**src/design/sldf_pkg.sv**
```systemverilog
package sldf_pkg;

   localparam int unsigned ByteW  = 8;
   localparam int unsigned CountW = 16;
   localparam int unsigned CrcW   = 32;
   localparam int unsigned StatW  = 2;
   localparam int unsigned DataW  = 56;
   localparam int unsigned UserW  = 3;

   localparam logic [ByteW-1:0]  SyncFirst   = 8'hAA;
   localparam logic [ByteW-1:0]  SyncSecond  = 8'h55;
   localparam logic [CrcW-1:0]   CrcPoly     = 32'hEDB88320;
   localparam logic [CrcW-1:0]   CrcOnes     = 32'hFFFFFFFF;
   localparam logic [CountW-1:0] MinLen      = 16'd10;
   localparam logic [CountW-1:0] MaxLenReset = 16'd8192;

   localparam logic [CountW-1:0] PosIdHi  = 16'd2;
   localparam logic [CountW-1:0] PosIdLo  = 16'd3;
   localparam logic [CountW-1:0] PosLenHi = 16'd4;
   localparam logic [CountW-1:0] PosLenLo = 16'd5;

   localparam logic [StatW-1:0] StatNone   = 2'd0;
   localparam logic [StatW-1:0] StatLenErr = 2'd1;
   localparam logic [StatW-1:0] StatCrcErr = 2'd2;
   localparam logic [StatW-1:0] StatOk     = 2'd3;

   typedef struct packed {
      logic             valid;
      logic [ByteW-1:0] data;
   } stage_type;

   // reflected CRC-32, one byte
   function automatic logic [CrcW-1:0] crc32_byte(input logic [CrcW-1:0] crc,
                                                  input logic [ByteW-1:0] b);
      logic [CrcW-1:0] c;
      c = crc ^ {24'd0, b};
      for (int k = 0; k < 8; k++) begin
         c = c[0] ? ((c >> 1) ^ CrcPoly) : (c >> 1);
      end
      return c;
   endfunction

   localparam logic [CrcW-1:0] SyncCrc = crc32_byte(crc32_byte(CrcOnes, SyncFirst), SyncSecond);

endpackage

```
**src/design/sync_length_crc32_deframer.sv**
```systemverilog
// Datapath: each byte passes the input register, then the result register; the result
// register holds its byte while rsp_tready is low.
// Throughput: one byte per cycle while rsp_tready stays high; the byte-wide CRC-32 update
// and position counter sit in the single stage between the two registers.
// Reset: synchronous, active high; hunting, CRC preset to all ones, limit 8192,
// both registers empty.
module sync_length_crc32_deframer (
   input  logic                        clock,
   input  logic                        reset,
   input  logic                        req_tvalid,
   output logic                        req_tready,
   input  logic [sldf_pkg::ByteW-1:0]  req_tdata,  // [7:0] data_byte
   output logic                        rsp_tvalid,
   input  logic                        rsp_tready,
   // [7:0] out_byte, [23:8] byte_index, [39:24] message_id, [55:40] frame_length
   output logic [sldf_pkg::DataW-1:0]  rsp_tdata,
   output logic [sldf_pkg::UserW-1:0]  rsp_tuser,  // [0] byte_in_frame, [2:1] frame_status
   input  logic                        csr_valid,
   output logic                        csr_ready,
   input  logic [sldf_pkg::CountW-1:0] csr_data    // [15:0] max_frame_len
);
   import sldf_pkg::*;

   logic [CountW-1:0] max_len_ff, max_len_in;
   stage_type         stage;
   logic              advance;

   assign csr_ready  = 1'b1;
   assign max_len_in = (csr_valid && csr_ready) ? csr_data : max_len_ff;

   always_ff @(posedge clock) begin
      if (reset) begin
         max_len_ff <= MaxLenReset;
      end else begin
         max_len_ff <= max_len_in;
      end
   end

   sldf_in_reg u_in_reg (
      .clock      (clock),
      .reset      (reset),
      .req_tvalid (req_tvalid),
      .req_tready (req_tready),
      .req_tdata  (req_tdata),
      .advance    (advance),
      .stage      (stage)
   );

   sldf_parser u_parser (
      .clock         (clock),
      .reset         (reset),
      .stage         (stage),
      .max_frame_len (max_len_ff),
      .advance       (advance),
      .rsp_tvalid    (rsp_tvalid),
      .rsp_tready    (rsp_tready),
      .rsp_tdata     (rsp_tdata),
      .rsp_tuser     (rsp_tuser)
   );

   a_hunt_index_zero: assert property (@(posedge clock) disable iff (reset)
      rsp_tvalid && !rsp_tuser[0] |-> rsp_tdata[23:8] == '0)
      else $error("hunting byte with non-zero index");

   a_status_in_frame: assert property (@(posedge clock) disable iff (reset)
      rsp_tvalid && rsp_tuser[2:1] != StatNone |-> rsp_tuser[0])
      else $error("frame status on a hunting byte");

   a_len_err_pos: assert property (@(posedge clock) disable iff (reset)
      rsp_tvalid && rsp_tuser[2:1] == StatLenErr |-> rsp_tdata[23:8] == PosLenLo)
      else $error("length error away from the length low byte");

   a_no_advance_empty: assert property (@(posedge clock) disable iff (reset)
      advance |-> stage.valid)
      else $error("result stage loaded from an empty input register");

endmodule

```
**src/design/sldf_in_reg.sv**
```systemverilog
module sldf_in_reg (
   input  logic                        clock,
   input  logic                        reset,
   input  logic                        req_tvalid,
   output logic                        req_tready,
   input  logic [sldf_pkg::ByteW-1:0]  req_tdata,
   input  logic                        advance,
   output sldf_pkg::stage_type         stage
);
   import sldf_pkg::*;

   logic             valid_ff, valid_in;
   logic [ByteW-1:0] data_ff, data_in;
   logic             take;

   assign req_tready = !valid_ff || advance;
   assign take       = req_tvalid && req_tready;

   always_comb begin
      valid_in = valid_ff;
      data_in  = data_ff;
      if (take) begin
         valid_in = 1'b1;
         data_in  = req_tdata;
      end else if (advance) begin
         valid_in = 1'b0;
      end
   end

   always_ff @(posedge clock) begin
      if (reset) begin
         valid_ff <= 1'b0;
      end else begin
         valid_ff <= valid_in;
      end
      data_ff <= data_in;
   end

   assign stage.valid = valid_ff;
   assign stage.data  = data_ff;

endmodule

```
**src/design/sldf_parser.sv**
```systemverilog
module sldf_parser (
   input  logic                        clock,
   input  logic                        reset,
   input  sldf_pkg::stage_type         stage,
   input  logic [sldf_pkg::CountW-1:0] max_frame_len,
   output logic                        advance,
   output logic                        rsp_tvalid,
   input  logic                        rsp_tready,
   output logic [sldf_pkg::DataW-1:0]  rsp_tdata,
   output logic [sldf_pkg::UserW-1:0]  rsp_tuser
);
   import sldf_pkg::*;

   logic [ByteW-1:0]  prev_ff, prev_in;
   logic [CountW-1:0] count_ff, count_in;
   logic [CountW-1:0] len_ff, len_in;
   logic [CountW-1:0] id_ff, id_in;
   logic [CrcW-1:0]   crc_ff, crc_in;
   logic [CrcW-1:0]   trailer_ff, trailer_in;

   logic              rsp_valid_ff, rsp_valid_in;
   logic [DataW-1:0]  rsp_data_ff, rsp_data_in;
   logic [UserW-1:0]  rsp_user_ff, rsp_user_in;

   logic [ByteW-1:0]  d;
   logic [CountW-1:0] idx;
   logic              in_frame;
   logic [StatW-1:0]  status;
   logic [CountW:0]   next_count;
   logic [CrcW-1:0]   crc_step;

   assign advance = stage.valid && (!rsp_valid_ff || rsp_tready);
   assign d       = stage.data;

   assign next_count = {1'b0, count_ff} + {{CountW{1'b0}}, 1'b1};
   assign crc_step   = crc32_byte(crc_ff, d);

   always_comb begin
      prev_in    = prev_ff;
      count_in   = count_ff;
      len_in     = len_ff;
      id_in      = id_ff;
      crc_in     = crc_ff;
      trailer_in = trailer_ff;
      idx        = '0;
      in_frame   = 1'b0;
      status     = StatNone;
      if (count_ff == '0) begin
         if (prev_ff == SyncFirst && d == SyncSecond) begin
            count_in   = 16'd2;
            crc_in     = SyncCrc;
            trailer_in = '0;
            id_in      = '0;
            len_in     = '0;
            idx        = 16'd1;
            in_frame   = 1'b1;
         end
         prev_in = d;
      end else begin
         idx      = count_ff;
         in_frame = 1'b1;
         count_in = next_count[CountW-1:0];
         case (count_ff)
            PosIdHi:  id_in  = {d, 8'd0};
            PosIdLo:  id_in  = {id_ff[15:8], d};
            PosLenHi: len_in = {d, 8'd0};
            PosLenLo: len_in = {len_ff[15:8], d};
            default: ;
         endcase
         if (count_ff < 16'd6 ||
             ({1'b0, count_ff} + 17'd4) < {1'b0, len_in}) begin
            crc_in = crc_step;
         end else begin
            trailer_in = {trailer_ff[23:0], d};
         end
         if (count_ff == PosLenLo) begin
            if (len_in > max_frame_len || len_in < MinLen) begin
               status   = StatLenErr;
               count_in = '0;
               prev_in  = '0;
            end
         end else if (count_ff > PosLenLo && next_count >= {1'b0, len_in}) begin
            status   = ((crc_in ^ CrcOnes) == trailer_in) ? StatOk : StatCrcErr;
            count_in = '0;
            prev_in  = '0;
         end
      end
   end

   always_comb begin
      rsp_valid_in = rsp_valid_ff;
      rsp_data_in  = rsp_data_ff;
      rsp_user_in  = rsp_user_ff;
      if (advance) begin
         rsp_valid_in = 1'b1;
         rsp_data_in  = {len_in, id_in, idx, d};
         rsp_user_in  = {status, in_frame};
      end else if (rsp_tready) begin
         rsp_valid_in = 1'b0;
      end
   end

   always_ff @(posedge clock) begin
      if (reset) begin
         prev_ff      <= '0;
         count_ff     <= '0;
         len_ff       <= '0;
         id_ff        <= '0;
         crc_ff       <= CrcOnes;
         trailer_ff   <= '0;
         rsp_valid_ff <= 1'b0;
      end else begin
         if (advance) begin
            prev_ff    <= prev_in;
            count_ff   <= count_in;
            len_ff     <= len_in;
            id_ff      <= id_in;
            crc_ff     <= crc_in;
            trailer_ff <= trailer_in;
         end
         rsp_valid_ff <= rsp_valid_in;
      end
      rsp_data_ff <= rsp_data_in;
      rsp_user_ff <= rsp_user_in;
   end

   assign rsp_tvalid = rsp_valid_ff;
   assign rsp_tdata  = rsp_data_ff;
   assign rsp_tuser  = rsp_user_ff;

endmodule

```
**config.mk**
```make
export PLATFORM = sky130hd
export DESIGN_NAME = sync_length_crc32_deframer
export DESIGN_NICKNAME = d
export VERILOG_FILES = /design/src/design/sldf_pkg.sv /design/src/design/sync_length_crc32_deframer.sv /design/src/design/sldf_in_reg.sv /design/src/design/sldf_parser.sv
export SDC_FILE = /design/constraint.sdc
export NUM_CORES = 1
export LEC_CHECK = 0
export ABC_AREA = 1
export ABC_CLOCK_PERIOD_IN_PS = 6100
export BUFFER_PORTS_ARGS = -buffer_cell sky130_fd_sc_hd__buf_2
export CAP_MARGIN = 0
export CORE_MARGIN = 8
export CORE_UTILIZATION = 60
export CTS_CLUSTER_SIZE = 40
export DETAILED_ROUTE_END_ITERATION = 16
export PLACE_DENSITY = 0.79
export SYNTH_ARGS = -nofsm -noshare
export SYNTH_HDL_FRONTEND = slang
export SYNTH_HIERARCHICAL = 1
export SYNTH_SLANG_ARGS = --single-unit
```
**constraint.sdc**
```tcl
create_clock -name clock -period 6.1 [get_ports clock]
set_input_delay 0.61 -clock clock [delete_from_list [all_inputs] [get_ports clock]]
set_output_delay 0.61 -clock clock [all_outputs]
set_load 0.01 [all_outputs]
```
==> run summary, run 1 <==
The flow ran to the end, and the final reports show no timing, DRC or antenna violations. For hold timing, the worst endpoint is u_in_reg/data_ff[3]$_DFFE_PP_. The finished layout holds 1,988 standard cells, fillers aside. The final layout contains routed wiring with a total length of 33,400 um.

The critical path contains buffers and inverters numbering 4 combined. The most critical setup path has its startpoint at u_parser/count_ff[3]$_SDFFE_PP0P_. The top cell type's share of synthesized area is 0.227. The share of the cycle needed by the critical path after routing came out at 0.851. The placed cell count came out at ~1.9k. Input and output buffers added on the ports amount to 89. The worst clock skew on the final layout is around 0.013 ns. For this design the top-level I/O count stands at 91. The maximum number of buffers from clock root to sink came out at 3. STA puts the critical path data arrival time at 5.44 ns. The final worst-path setup slack is 0.911 ns. The floorplan step set the die width to approximately 160 um. The top cell types in the final layout, fill and taps aside, are 401 x nand2_1, 238 x inv_1, 138 x dfxtp_1. In this run the critical register-to-register path is launched from u_parser/count_ff[3]$_SDFFE_PP0P_. The worst hold path begins at req_tdata[3]. The type of the most critical hold path is input port to register.

The count of hold-fix buffers inserted at cts came out at 0. TritonCTS built the clock tree. The synthesis-to-layout area growth came out at 10.2%. The CTS buffer count came out at 23.

STA classifies the critical path startpoint as a register. The leakage dissipation is 0.00637 uW. The count of endpoints failing hold in the final timing report came out at 0. The share of cells above drive strength 1 came out at 0.109. The area of the placeable core came out at 0.0200 sq mm. Detailed routing placed a total of 15,800 um of wire on met2.

The number of global-route vias before repair was about 11k. Measured on the finished design, the core utilization comes to 0.669. In this run the top signal layer used is met4. The primary flip-flop cell chosen by synthesis mapping is dfxtp_1. The detailed placement HPWL is 23,300 um. The number of vias in the routed layout is 11.2k.

The highest net fanout along the worst path is 53. The most repeated library cell on the critical path is nand2_1. When the netlist entered floorplanning its net count stood at ~1.7k. The routed length on met1 is ~14,000 um. The cell area reported after detailed placement came out at 0.0126 sq mm. For this run, the number of Yosys warnings is 6. The detailed-routing iteration count for the pre-antenna-repair pass came out at 6. For the finished layout, the period the worst path requires is 5.19 ns. The endpoint identified for the worst register-to-register timing path is u_parser/rsp_tuser[1]$_SDFFCE_PP0P_. The worst register-to-register path has a setup slack of 0.91 ns. STA classifies the critical path endpoint as a register. The post-synthesis cell area is ~0.012 sq mm.

Setup violations remaining at the end of the flow were counted as 0. The initial antenna violation count is 0. The final global-route overflow total came out at 0. The met3 wire length came out at between 2000 and 2500 um. For this design, the sink count on the clock tree is between 200 and 250.

The height of the chip came out at 158 um. The latest clock arrival within the worst-skew pair is 0.51 ns. Buffers added to address setup during post-CTS repair amount to 0.

By area the synthesized netlist is led by dfxtp_1 23%, edfxtp_1 17%, nand2_1 12%, inv_1 7.4%, xor2_1 5.3%. The actual transition at the worst max-transition pin is 1.10 ns. Max-cap violations in this run came to 0. The H-tree depth came out at 1. The effective utilization at floorplan came out at 0.607.

The setup total negative slack came out at 0 ns. The worst reg2reg path depth came out at 31. The first-pass GRT wire length came out at 53,200 um. The maximum number of pins on one net before global-route repair came out at slightly above 90.

The gate family responsible for the most delay along the worst path is simple AND/OR/NAND/NOR gates. The peak supply drop is 0.213 mV. The post-synthesis register bit count came out at ~210.

The data required time at the worst endpoint is 6.35 ns. Setup repair after global routing left no endpoint under its margin. The remaining number of nets flagged by the antenna check after routing is 0. The number of inserted diodes is 0. The power density of the placed cells came out at 259 mW/mm^2. The post-detailed-route via-to-cell ratio is 5.63. The instance count of the mapped netlist came out at 1,662. The per-instance average area after synthesis is about 7.3 sq um. The clock tree root driver cell is clkbuf_16. The synthesized design contains 67 enable-type register cells. The sequential element share of the synthesized area is 0.393. After clock tree synthesis, the clock-pin slew on the worst setup and hold paths is 0.06 ns. The area of the die is 0.0251 sq mm. The number of gates given a new drive strength after cts came out at 0. The instance count along the most critical hold path came out at 1. The final-report max-slew violation count came out at 0. The global placement routability congestion is 0.937. Once layout is done, the placed cells without fillers occupy about 0.013 sq mm. For this run, the total global-route usage over all layers was measured as 0.264. Counting flops with an async set or reset pin after synthesis yields a share of 0. The stage delay of the slowest cell on the critical path is between 0.5 and 0.6 ns. Counting buffers and inverters, the worst setup path is 31 cells deep.

The slowest cell on the critical path is nand2_2. In the final routed layout, each cell accounts on average for 16.8 um. Measured against its own limit, the worst slew margin works out to 0.264. The worst slack at placement is 1.08 ns.

The distinct cell type count of the synthesized netlist came out at 48. The library cell used most frequently in the layout, excluding fill and tap cells, is nand2_1. The maximum clock rate came out at 193 MHz.

The type of the worst setup path is register to register. The library cell with the largest summed area after synthesis is dfxtp_1. The number of design rule violations left after detail routing came out at 0. The floorplan has 52 rows.

The DRC marker count from the first detailed-route iteration is 1,057. The number of nets in the finished design is 1,778.
==> how the worst max path moves through the flow <==
stage / slack (ns) / to
global route: 0.46 / u_parser/rsp_tuser[1]$_SDFFCE_PP0P_
CTS: 1.02 / u_parser/rsp_tuser[1]$_SDFFCE_PP0P_
floorplan: 2.36 / u_parser/rsp_tuser[1]$_SDFFCE_PP0P_
detailed placement: 1.08 / u_parser/rsp_tuser[1]$_SDFFCE_PP0P_
finish: 0.91 / u_parser/rsp_tuser[1]$_SDFFCE_PP0P_
global placement: 1.22 / u_parser/rsp_tuser[1]$_SDFFCE_PP0P_
==> worst register-to-register path: cells and delay by family, from the launching register on <==
family                   cells  cell delay (ns)
adder cells (fa/ha/maj)      2             0.59
buffers and inverters        4             0.84
AND/OR/NAND/NOR             23             2.63
flip-flops                   1             0.49
AO/OA/AOI/OAI                2             0.38
==> routing by layer <==
layer / vias to the layer above / GRT usage
met4: 0 / 0.111
met3: 94 / 0.0328
li1: 5443 / -
met1: 5142 / 0.332
met5: - / 0
met2: 516 / 0.452
==> cells in the mapped netlist, drive strengths merged (15+ instances only) <==
| library cell | n |
|---|---|
| xor2 | 74 |
| xnor2 | 26 |
| o211ai | 15 |
| edfxtp | 67 |
| dfxtp | 138 |
| nand2 | 411 |
| inv | 245 |
| o22ai | 48 |
| nand3 | 105 |
| nor2 | 124 |
| a21oi | 117 |
| o21ai | 95 |
| buf | 26 |
| ha | 47 |
| clkbuf | 60 |
==> layout make-up <==
cell class	instances	area, sq um
fillers	1740	6640
multi-input cells	1123	6040
flip-flops and latches	205	4770
inverters	248	931
clock buffers	29	681
repair buffers	101	538
well taps	270	338
clock inverters	12	98.8
==> power breakdown <==
part | total, uW | internal [uW] | switching (uW)
clock network | 1400 | 834 | 562
registers | 1500 | 1470 | 25.8
logic | 577 | 194 | 383
==> registers in the layout, indices dropped and copies added, names as in the netlist, 3 cells and up <==
name                 flops
max_len_ff              16
u_in_reg/data_ff         8
u_parser/count_ff       16
u_parser/crc_ff         32
u_parser/id_ff          16
u_parser/len_ff         16
u_parser/prev_ff         8
u_parser/rsp_tdata      56
u_parser/rsp_tuser       3
u_parser/trailer_ff     32
==> logic make-up after synthesis <==
kind of cell,count (synthesis),synth area share
AOI/OAI and AO/OA,296,0.136
xor gates and xnor gates,100,0.0757
adders and majority gates,47,0.0483
buffers and inverters,334,0.112
DFF,205,0.393
muxes,1,0.000823
other,1,0.000308
and+or+nand+nor,678,0.234
==> stage by stage <==
stage / power (uW) / hold slack [ns]
floorplan: 1930 / 0.424
global placement: 2080 / 0.446
detailed placement: 2090 / 0.452
CTS: 3480 / 0.265
global route: 3610 / 0.268
finish: 3470 / 0.281
Power figures use the tool's default switching activity.
==> run 2: changes to the inputs <==
--- a/config.mk
+++ b/config.mk
@@ -6,13 +6,14 @@
 export NUM_CORES = 1
 export LEC_CHECK = 0
 export ABC_AREA = 1
-export ABC_CLOCK_PERIOD_IN_PS = 6100
+export ABC_CLOCK_PERIOD_IN_PS = 6450
 export BUFFER_PORTS_ARGS = -buffer_cell sky130_fd_sc_hd__buf_2
 export CAP_MARGIN = 0
 export CORE_MARGIN = 8
 export CORE_UTILIZATION = 60
 export CTS_CLUSTER_SIZE = 40
 export DETAILED_ROUTE_END_ITERATION = 16
+export GPL_TIMING_DRIVEN = 1
 export PLACE_DENSITY = 0.79
 export SYNTH_ARGS = -nofsm -noshare
 export SYNTH_HDL_FRONTEND = slang
==> constraint.sdc (replaced) <==
create_clock -name clock -period 6.45 [get_ports clock]
set_input_delay 0.645 -clock clock [delete_from_list [all_inputs] [get_ports clock]]
set_output_delay 0.645 -clock clock [all_outputs]
set_load 0.01 [all_outputs]
==> run 2 against run 1 <==
  * First-iteration DRC count up 11%
  * Routed wire length down 1.8%
  * Sequential share of layout area about the same
  * Global-route usage shrank 0.28 points
  * Final area decreased by 0.10%
  * Fmax increased by 0.48%
  * Power fell by 5.0%
  * Final cell count barely moved
  * Setup slack gained 0.38 ns
  * Utilization down 0.069 points
  * Clock skew grew 0.0028 ns
  * Flip-flop and latch count stayed put
  * Highest routed layer unchanged
==> run summary, run 2 (synthesis gave the netlist of run 1 again) <==
The number of design rule violations left after detail routing is 0 (unchanged). The highest net fanout along the worst path is 62 (was 53). The max capacitance violation total came out at 0 (unchanged).

The actual transition at the worst max-transition pin is 1.10 ns (about the same). The detailed-routing iteration count for the pre-antenna-repair pass is 6 (unchanged). The final-report max-slew violation count is 0 (unchanged). The first-pass GRT wire length came out at 52,900 um (was 53,200 um). Commonest non-fill, non-tap cells in the layout: 401 x nand2_1, 238 x inv_1, 138 x dfxtp_1 (unchanged). The effective utilization at floorplan is 0.607 (unchanged). The routed wire length was 32,700 um (was 33,400 um). The number of gates given a new drive strength after cts was 0 (unchanged). The worst reg-to-reg setup slack came to 1.29 ns (was 0.91 ns).

The area occupied by registers is 0.00477 sq mm (unchanged). The global placement routability congestion is 0.945 (was 0.937). The startpoint type of the worst setup path is a register (unchanged). The count of hold-fix buffers inserted at cts came out at 0 (unchanged). The count of endpoints failing hold in the final timing report is 0 (unchanged).

The number of failing setup endpoints in the final timing report came out at 0 (unchanged). The multi-input gate area in the final layout was 0.00604 sq mm (unchanged). Setup repair after global routing missed its margin: false (unchanged). The setup total negative slack came out at 0 ns (unchanged).

The number of vias in the routed layout came out at 11.0k (was 11.2k). The routed wirelength normalized by instance count is 16.5 um (was 16.8 um). The clock tree root driver cell is clkbuf_16 (unchanged).

The maximum number of pins on one net before global-route repair came out at 69 (was 92). The number of inserted diodes is 0 (unchanged). The fill cell total of the finished layout came out at 1,734 (was 1,740). The number of nets in the finished design came out at 1,778 (unchanged). The number of placement rows is 52 (unchanged). The area of the die came out at 0.0251 sq mm (unchanged). The number of input and output port buffers inserted is 89 (unchanged). The peak supply drop came out at 0.202 mV (was 0.213 mV).

The stage delay of the slowest cell on the critical path came out at 0.58 ns (was 0.53 ns). The remaining number of nets flagged by the antenna check after routing is 0 (unchanged). The synthesis-to-layout area growth came to 10.1% (was 10.2%).

The most repeated library cell on the critical path is nand2_1 (unchanged). The slowest cell on the critical path is buf_4 (was nand2_2). The flip-flop count of the largest register, all copies and words added came out at 56 (unchanged). The final global-route overflow total is 0 (unchanged). The detailed placement HPWL came out at 22,400 um (was 23,300 um). The worst clock skew on the final layout came to 0.0157 ns (was 0.0128 ns). The DRC marker count from the first detailed-route iteration is 1,174 (was 1,057). The leakage dissipation came out at 0.00635 uW (was 0.00637 uW). The post-route minimum period was 5.16 ns (was 5.19 ns). The post-detailed-route via-to-cell ratio is 5.51 (was 5.63). The maximum clock rate is 194 MHz (was 193 MHz). The share of the cycle needed by the critical path after routing is 0.801 (was 0.851). The max-slew headroom at the worst pin was 0.263 (was 0.264).

The power density of the placed cells came out at 246 mW/mm^2 (was 259 mW/mm^2). The most common cell after layout, fill and taps aside is nand2_1 (unchanged). The maximum number of buffers from clock root to sink is 3 (unchanged). The H-tree depth is 1 (unchanged). The height of the chip is 158 um (unchanged). The end-of-flow core utilization is 0.668 (was 0.669). The initial antenna violation count is 0 (unchanged). The register clock-pin slew on the reported worst setup and hold paths is 0.06 ns (about the same). Run status: finished clean (unchanged). The area of the placeable core was 0.0200 sq mm (unchanged). The number of global-route vias before repair is 10.5k (about the same). The TritonCTS clock tree was yes (unchanged). The type of the most critical hold path was input port to register (unchanged). The type of the worst setup path is register to register (unchanged). The number of buffers inserted to repair setup after CTS came out at 0 (unchanged). The count of clock tree sinks came out at 205 (unchanged). The kind of end point of the critical path is a register (unchanged). The share of cells above drive strength 1 came out at 0.105 (was 0.109). The horizontal extent of the die came out at 158 um (unchanged). The arrival time of data at the critical path endpoint is 5.54 ns (was 5.44 ns). The data required time at the worst endpoint is 6.83 ns (was 6.35 ns). The total routing resource utilization after global routing is 0.262 (was 0.264). The count of boundary I/O pins came out at 91 (unchanged). The CTS buffer count was 23 (unchanged). The latest clock arrival within the worst-skew pair was 0.52 ns (was 0.51 ns).
## run 2: area by class of cell
type / count / area share
multi-input cells: 1123 / 0.451
repair buffers: 101 / 0.0402
clock buffers: 28 / 0.0444
inverters: 248 / 0.0695
clock inverters: 14 / 0.0128
flip-flops and latches: 205 / 0.357
well taps: 270 / 0.0252
## run 2: worst paths after layout
path,startpoint,end,depth (start not counted)
setup / recovery,u_parser/count_ff[3]$_SDFFE_PP0P_,u_parser/rsp_tuser[1]$_SDFFCE_PP0P_,31
hold / removal,req_tdata[0],u_in_reg/data_ff[0]$_DFFE_PP_,1
setup reg to reg,u_parser/count_ff[3]$_SDFFE_PP0P_,u_parser/rsp_tuser[1]$_SDFFCE_PP0P_,31
hold reg to reg,u_parser/prev_ff[1]$_SDFFE_PP0P_,u_parser/prev_ff[1]$_SDFFE_PP0P_,2
## run 2: metal layers
layer / track usage / wire, um / part of all wire / vias up
met3: 0.0385 / 2280 / 0.070 / 104
met5: 0 / 0 / 0 / -
met1: 0.329 / 13800 / 0.42 / 4994
met2: 0.439 / 15400 / 0.47 / 428
met4: 0.116 / 1300 / 0.040 / 0
li1: - / - / - / 5441
## run 2: where the power goes
group          leakage (uW)  internal [uW]  switching [uW]
logic               0.00421            183             352
clock network      0.000372            815             528
registers           0.00177           1390            24.4
## run 2: critical path, delay by kind of cell (launching register included)
kind            cells  cell delay [ns]
simple gates       23             2.42
buf+inv             4             0.99
fa+ha+maj           2             0.61
flops               1             0.48
compound gates      2             0.48
## run 2: metrics by stage
step / instance area [sq um] / cells / hold slack [ns] / power, uW / worst slack, ns
after floorplan: 12200 / 1662 / 0.424 / 1830 / 2.71
after detailed placement: 12600 / 1947 / 0.443 / 1970 / 1.48
after global placement: 12600 / 1947 / 0.445 / 1960 / 1.60
after global routing: 13400 / 1989 / 0.294 / 3430 / 0.903
after CTS: 13400 / 1989 / 0.290 / 3310 / 1.44
final: 13400 / 1989 / 0.299 / 3290 / 1.29
==> run 3: changes to the inputs <==
--- a/config.mk
+++ b/config.mk
@@ -5,16 +5,16 @@
 export SDC_FILE = /design/constraint.sdc
 export NUM_CORES = 1
 export LEC_CHECK = 0
-export ABC_AREA = 1
-export ABC_CLOCK_PERIOD_IN_PS = 6450
+export ABC_AREA = 0
+export ABC_CLOCK_PERIOD_IN_PS = 4180
 export BUFFER_PORTS_ARGS = -buffer_cell sky130_fd_sc_hd__buf_2
 export CAP_MARGIN = 0
 export CORE_MARGIN = 8
-export CORE_UTILIZATION = 60
+export CORE_UTILIZATION = 55
 export CTS_CLUSTER_SIZE = 40
 export DETAILED_ROUTE_END_ITERATION = 16
 export GPL_TIMING_DRIVEN = 1
-export PLACE_DENSITY = 0.79
+export PLACE_DENSITY = 0.76
 export SYNTH_ARGS = -nofsm -noshare
 export SYNTH_HDL_FRONTEND = slang
 export SYNTH_HIERARCHICAL = 1
==> constraint.sdc (replaced) <==
create_clock -name clock -period 4.18 [get_ports clock]
set_input_delay 0.418 -clock clock [delete_from_list [all_inputs] [get_ports clock]]
set_output_delay 0.418 -clock clock [all_outputs]
set_load 0.01 [all_outputs]
==> run 3 against run 2 <==
  * The flow now finishes with violations (negative setup slack)
  * First-iteration DRC count fell by 22%
  * Utilization grew 1.9 points
  * Clock skew up 0.0074 ns
  * Non-clock buffer count increased by 110
  * Clock-buffer cell count rose by 1
  * Combinational power down 9.7%
  * Area after synthesis is 11% lower
  * Setup slack worse by 1.4 ns
  * Die area is 2.3% lower
  * Flip-flop and latch count unchanged
  * Synthesized cell count decreased by 33%
  * Critical path depth fell by 14
==> run summary, run 3 <==
The H-tree depth is 1 (unchanged). The post-route non-filler standard cell count is 1,542 (was 1,989). The placed cell count came out at 1,481 (was 1,947). The area of the placeable core came out at 0.0194 sq mm (was 0.0200 sq mm). The distinct cell type count of the synthesized netlist is 77 (was 48). The register clock-pin slew on the reported worst setup and hold paths is 0.06 ns (about the same). The TritonCTS clock tree is yes (unchanged).

The number of design rule violations left after detail routing is 0 (unchanged). The instance count of the mapped netlist came out at 1,106 (was 1,662). Top cell types by occurrence after synthesis: 138 x dfxtp_1, 100 x xnor2_1, 99 x nand2_1 (was 402 x nand2_1, 239 x inv_1, 138 x dfxtp_1). The detailed placement HPWL came out at 22,100 um (was 22,400 um).

The final worst-path setup slack came to -0.134 ns (was 1.29 ns). The height of the chip came to 157 um (was 158 um). The cell with the most instances after synthesis is dfxtp_1 (was nand2_1).

The final global-route overflow total was 0 (unchanged). The number of nets produced by synthesis is 1,182 (was 1,738). The top cell type's share of synthesized area came out at 0.254 (was 0.227). The detailed-routing iteration count for the pre-antenna-repair pass came out at 6 (unchanged). The worst slack at placement came out at -0.159 ns (was 1.48 ns). The count of clock tree sinks is 205 (unchanged). The count of boundary I/O pins came out at 91 (unchanged).

The max-slew headroom at the worst pin is 0.364 (was 0.263). The data required time at the worst endpoint is 4.59 ns (was 6.83 ns). The library cell with the largest summed area after synthesis is dfxtp_1 (unchanged). The combinational family with the most area after synthesis was compound AO/OA/AOI/OAI gates (was simple AND/OR/NAND/NOR gates).

The number of input and output port buffers inserted is 89 (unchanged). The post-route minimum period is 4.31 ns (was 5.16 ns). The post-synthesis cell area is 0.0109 sq mm (was 0.0122 sq mm). The most common cell after layout, fill and taps aside was dfxtp_1 (was nand2_1). The xor/xnor share of the synthesized area is 0.127 (was 0.0757). The flip-flop count of the largest register, all copies and words added came to 56 (unchanged).

The final-report max-slew violation count is 0 (unchanged). The synthesized-area fraction occupied by ao, oa, aoi and oai cells is 0.159 (was 0.136). The number of failing setup endpoints in the final timing report came out at 60 (was 0). The area of the die came to 0.0245 sq mm (was 0.0251 sq mm). The maximum clock rate is 232 MHz (was 194 MHz). The post-synthesis register bit count came out at 205 (unchanged). The post-detailed-route via-to-cell ratio came to 5.98 (was 5.51).

The count of hold-fix buffers inserted at cts is 0 (unchanged). The cell area reported after detailed placement is 0.0121 sq mm (was 0.0126 sq mm). The max capacitance violation total came to 0 (unchanged).

The number of warning messages in the yosys log was 6 (unchanged). The arrival time of data at the critical path endpoint came to 4.73 ns (was 5.54 ns). The number of global-route vias before repair came out at 8,810 (was 10.5k).

The number of placement rows is 51 (was 52). The first-pass GRT wire length is 47,800 um (was 52,900 um). The number of nets in the finished design is 1,335 (was 1,778).

The effective utilization at floorplan is 0.560 (was 0.607). The power density of the placed cells is 349 mW/mm^2 (was 246 mW/mm^2). The clock tree root driver cell is clkbuf_16 (unchanged). The type of the most critical hold path is input port to register (unchanged). The share of the cycle needed by the critical path after routing is 1.03 (was 0.801). The CTS buffer count is 24 (was 23). The leakage dissipation was 0.00545 uW (was 0.00635 uW).

The total routing resource utilization after global routing came out at 0.246 (was 0.262). Run status: finished with violations (was finished clean). The kind of end point of the critical path is a register (unchanged). The highest net fanout along the worst path is 6 (was 62). The number of inserted diodes came out at 0 (unchanged). The type of the worst setup path was register to register (unchanged). The synthesis-to-layout area growth is 22.8% (was 10.1%). The actual transition at the worst max-transition pin came out at 0.947 ns (was 1.10 ns). The primary flip-flop cell chosen by synthesis mapping was dfxtp_1 (unchanged). The final instance area came out at 0.0133 sq mm (was 0.0134 sq mm). The initial antenna violation count is 0 (unchanged). The fraction of synthesis flops using an asynchronous set or reset pin is 0 (unchanged). The fill cell total of the finished layout came to 1,527 (was 1,734). The simple-gate share of the synthesized area came out at 0.147 (was 0.234). The multiplexer share of the synthesized area is 0.0138 (was 0.000823). The latest clock arrival within the worst-skew pair was 0.54 ns (was 0.52 ns). The power consumption is 4660 uW (was 3290 uW). The DRC marker count from the first detailed-route iteration was 921 (was 1,174). The maximum number of buffers from clock root to sink is 3 (unchanged).

Commonest non-fill, non-tap cells in the layout: 135 x dfxtp_1, 101 x buf_4, 100 x xnor2_1 (was 401 x nand2_1, 238 x inv_1, 138 x dfxtp_1). The horizontal extent of the die is 157 um (was 158 um). The peak supply drop is 0.457 mV (was 0.202 mV). The global placement routability congestion is 1.01 (was 0.945). Setup repair after global routing missed its margin: true (was false).

The startpoint type of the worst setup path is a register (unchanged). The routed wire length came out at 31,700 um (was 32,700 um). The count of endpoints failing hold in the final timing report is 0 (unchanged). The routed wirelength normalized by instance count came out at 20.5 um (was 16.5 um). Synth top area cells: dfxtp_1 25%, edfxtp_1 19%, xnor2_1 8.1%, ha_1 5.4%, a22o_1 3.6% (was dfxtp_1 23%, edfxtp_1 17%, nand2_1 12%, inv_1 7.4%, xor2_1 5.3%). The number of vias in the routed layout came out at 9,228 (was 11.0k). The final reports fail on negative setup slack.

The per-instance average area after synthesis is 9.82 sq um (was 7.32 sq um). The maximum number of pins on one net before global-route repair is 72 (was 69). The share of cells above drive strength 1 came to 0.238 (was 0.105). The remaining number of nets flagged by the antenna check after routing is 0 (unchanged). The adder-cell area share of the yosys netlist came to 0.0581 (was 0.0483). The worst clock skew on the final layout came out at 0.0230 ns (was 0.0157 ns). The sequential element share of the synthesized area came out at 0.440 (was 0.393).

The count of flip-flops with a built-in enable after synthesis came out at 67 (unchanged). The setup total negative slack is -3.57 ns (was 0 ns).
## run 3: cell types whose count changed in the layout (fill, tap and decap cells not counted), moves of 45 or more
cell / delta
xnor2_1: +79
nand2_1: -302
nand3_1: -76
inv_1: -191
o22ai_1: -48
a21oi_1: -60
buf_4: +88
a22o_1: +45
o21ai_0: -55
## run 3: worst paths after layout
check,from,to,slack [ns],cells past startpoint
setup / recovery,u_parser/count_ff[8]$_SDFFE_PP0P_,u_parser/trailer_ff[6]$_SDFFE_PP0P_,-0.13,17
hold / removal,req_tdata[0],u_in_reg/data_ff[0]$_DFFE_PP_,0.06,1
setup reg to reg,u_parser/count_ff[8]$_SDFFE_PP0P_,u_parser/trailer_ff[6]$_SDFFE_PP0P_,-0.13,17
hold reg to reg,u_parser/id_ff[0]$_SDFFE_PP0P_,u_parser/id_ff[0]$_SDFFE_PP0P_,0.45,2
## run 3: through the flow
| step | utilization | hold slack, ns |
|---|---|---|
| 2_1_floorplan | - | 0.421 |
| 5_1_grt | 0.687 | 0.0366 |
| 3_5_place_dp | 0.626 | 0.448 |
| 6_report | 0.687 | 0.0580 |
| 3_3_place_gp | 0.626 | 0.441 |
| 4_1_cts | 0.670 | 0.0419 |
## run 3: final cells by class
cell class,count,area (sq um),area share
Clock buffer,29,659,0.0495
Sequential cell,205,4780,0.358
Timing Repair Buffer,211,1580,0.118
Tap cell,265,332,0.0249
Inverter,48,181,0.0136
Clock inverter,15,131,0.00985
Multi-Input combinational cell,769,5670,0.425
## run 3: what timing repair did
item                       CTS  global route
gates cloned                 0             7
setup endpoints to repair   35            88
buffers inserted             1             9
pin swaps                    6            38
gates resized for setup     10            26
## run 3: worst max-delay path: stages (launching register included)
cell and delay, ns:
dfxtp_2 0.32, or4_4 0.52, buf_6 0.15, or4_4 0.54
a22oi_2 0.29, buf_4 0.16, buf_4 0.09, ha_1 0.23
and3_1 0.18, a311o_1 0.35, a31o_1 0.21, a211oi_4 0.28
buf_6 0.17, buf_6 0.10, nor3_4 0.05, buf_12 0.19
clkbuf_16 0.15, a22o_1 0.22
## run 3: kinds of logic (layout without fill, tap and decap cells)
family / count (synthesis) / after routing
AO/OA/AOI/OAI: 238 / 238
XOR/XNOR: 145 / 145
adder cells (fa/ha/maj): 51 / 51
buffers and inverters: 132 / 303
flip-flops: 205 / 205
multiplexers: 15 / 15
other: 1 / 1
AND/OR/NAND/NOR: 319 / 319
## run 3: layer usage
layer  wire [um]  vias up  global-route usage
met3        2670      107              0.0419
li1            -     4245                   -
met4        1270        0              0.0975
met1       12800     4421               0.317
met5           0        -                   0
met2       14900      455               0.406
## run 3: power breakdown
group	switching, uW	total (uW)	internal [uW]
Clock	846	2040	1200
Combinational	283	483	200
Sequential	25.8	2130	2110
Total	1160	4660	3500
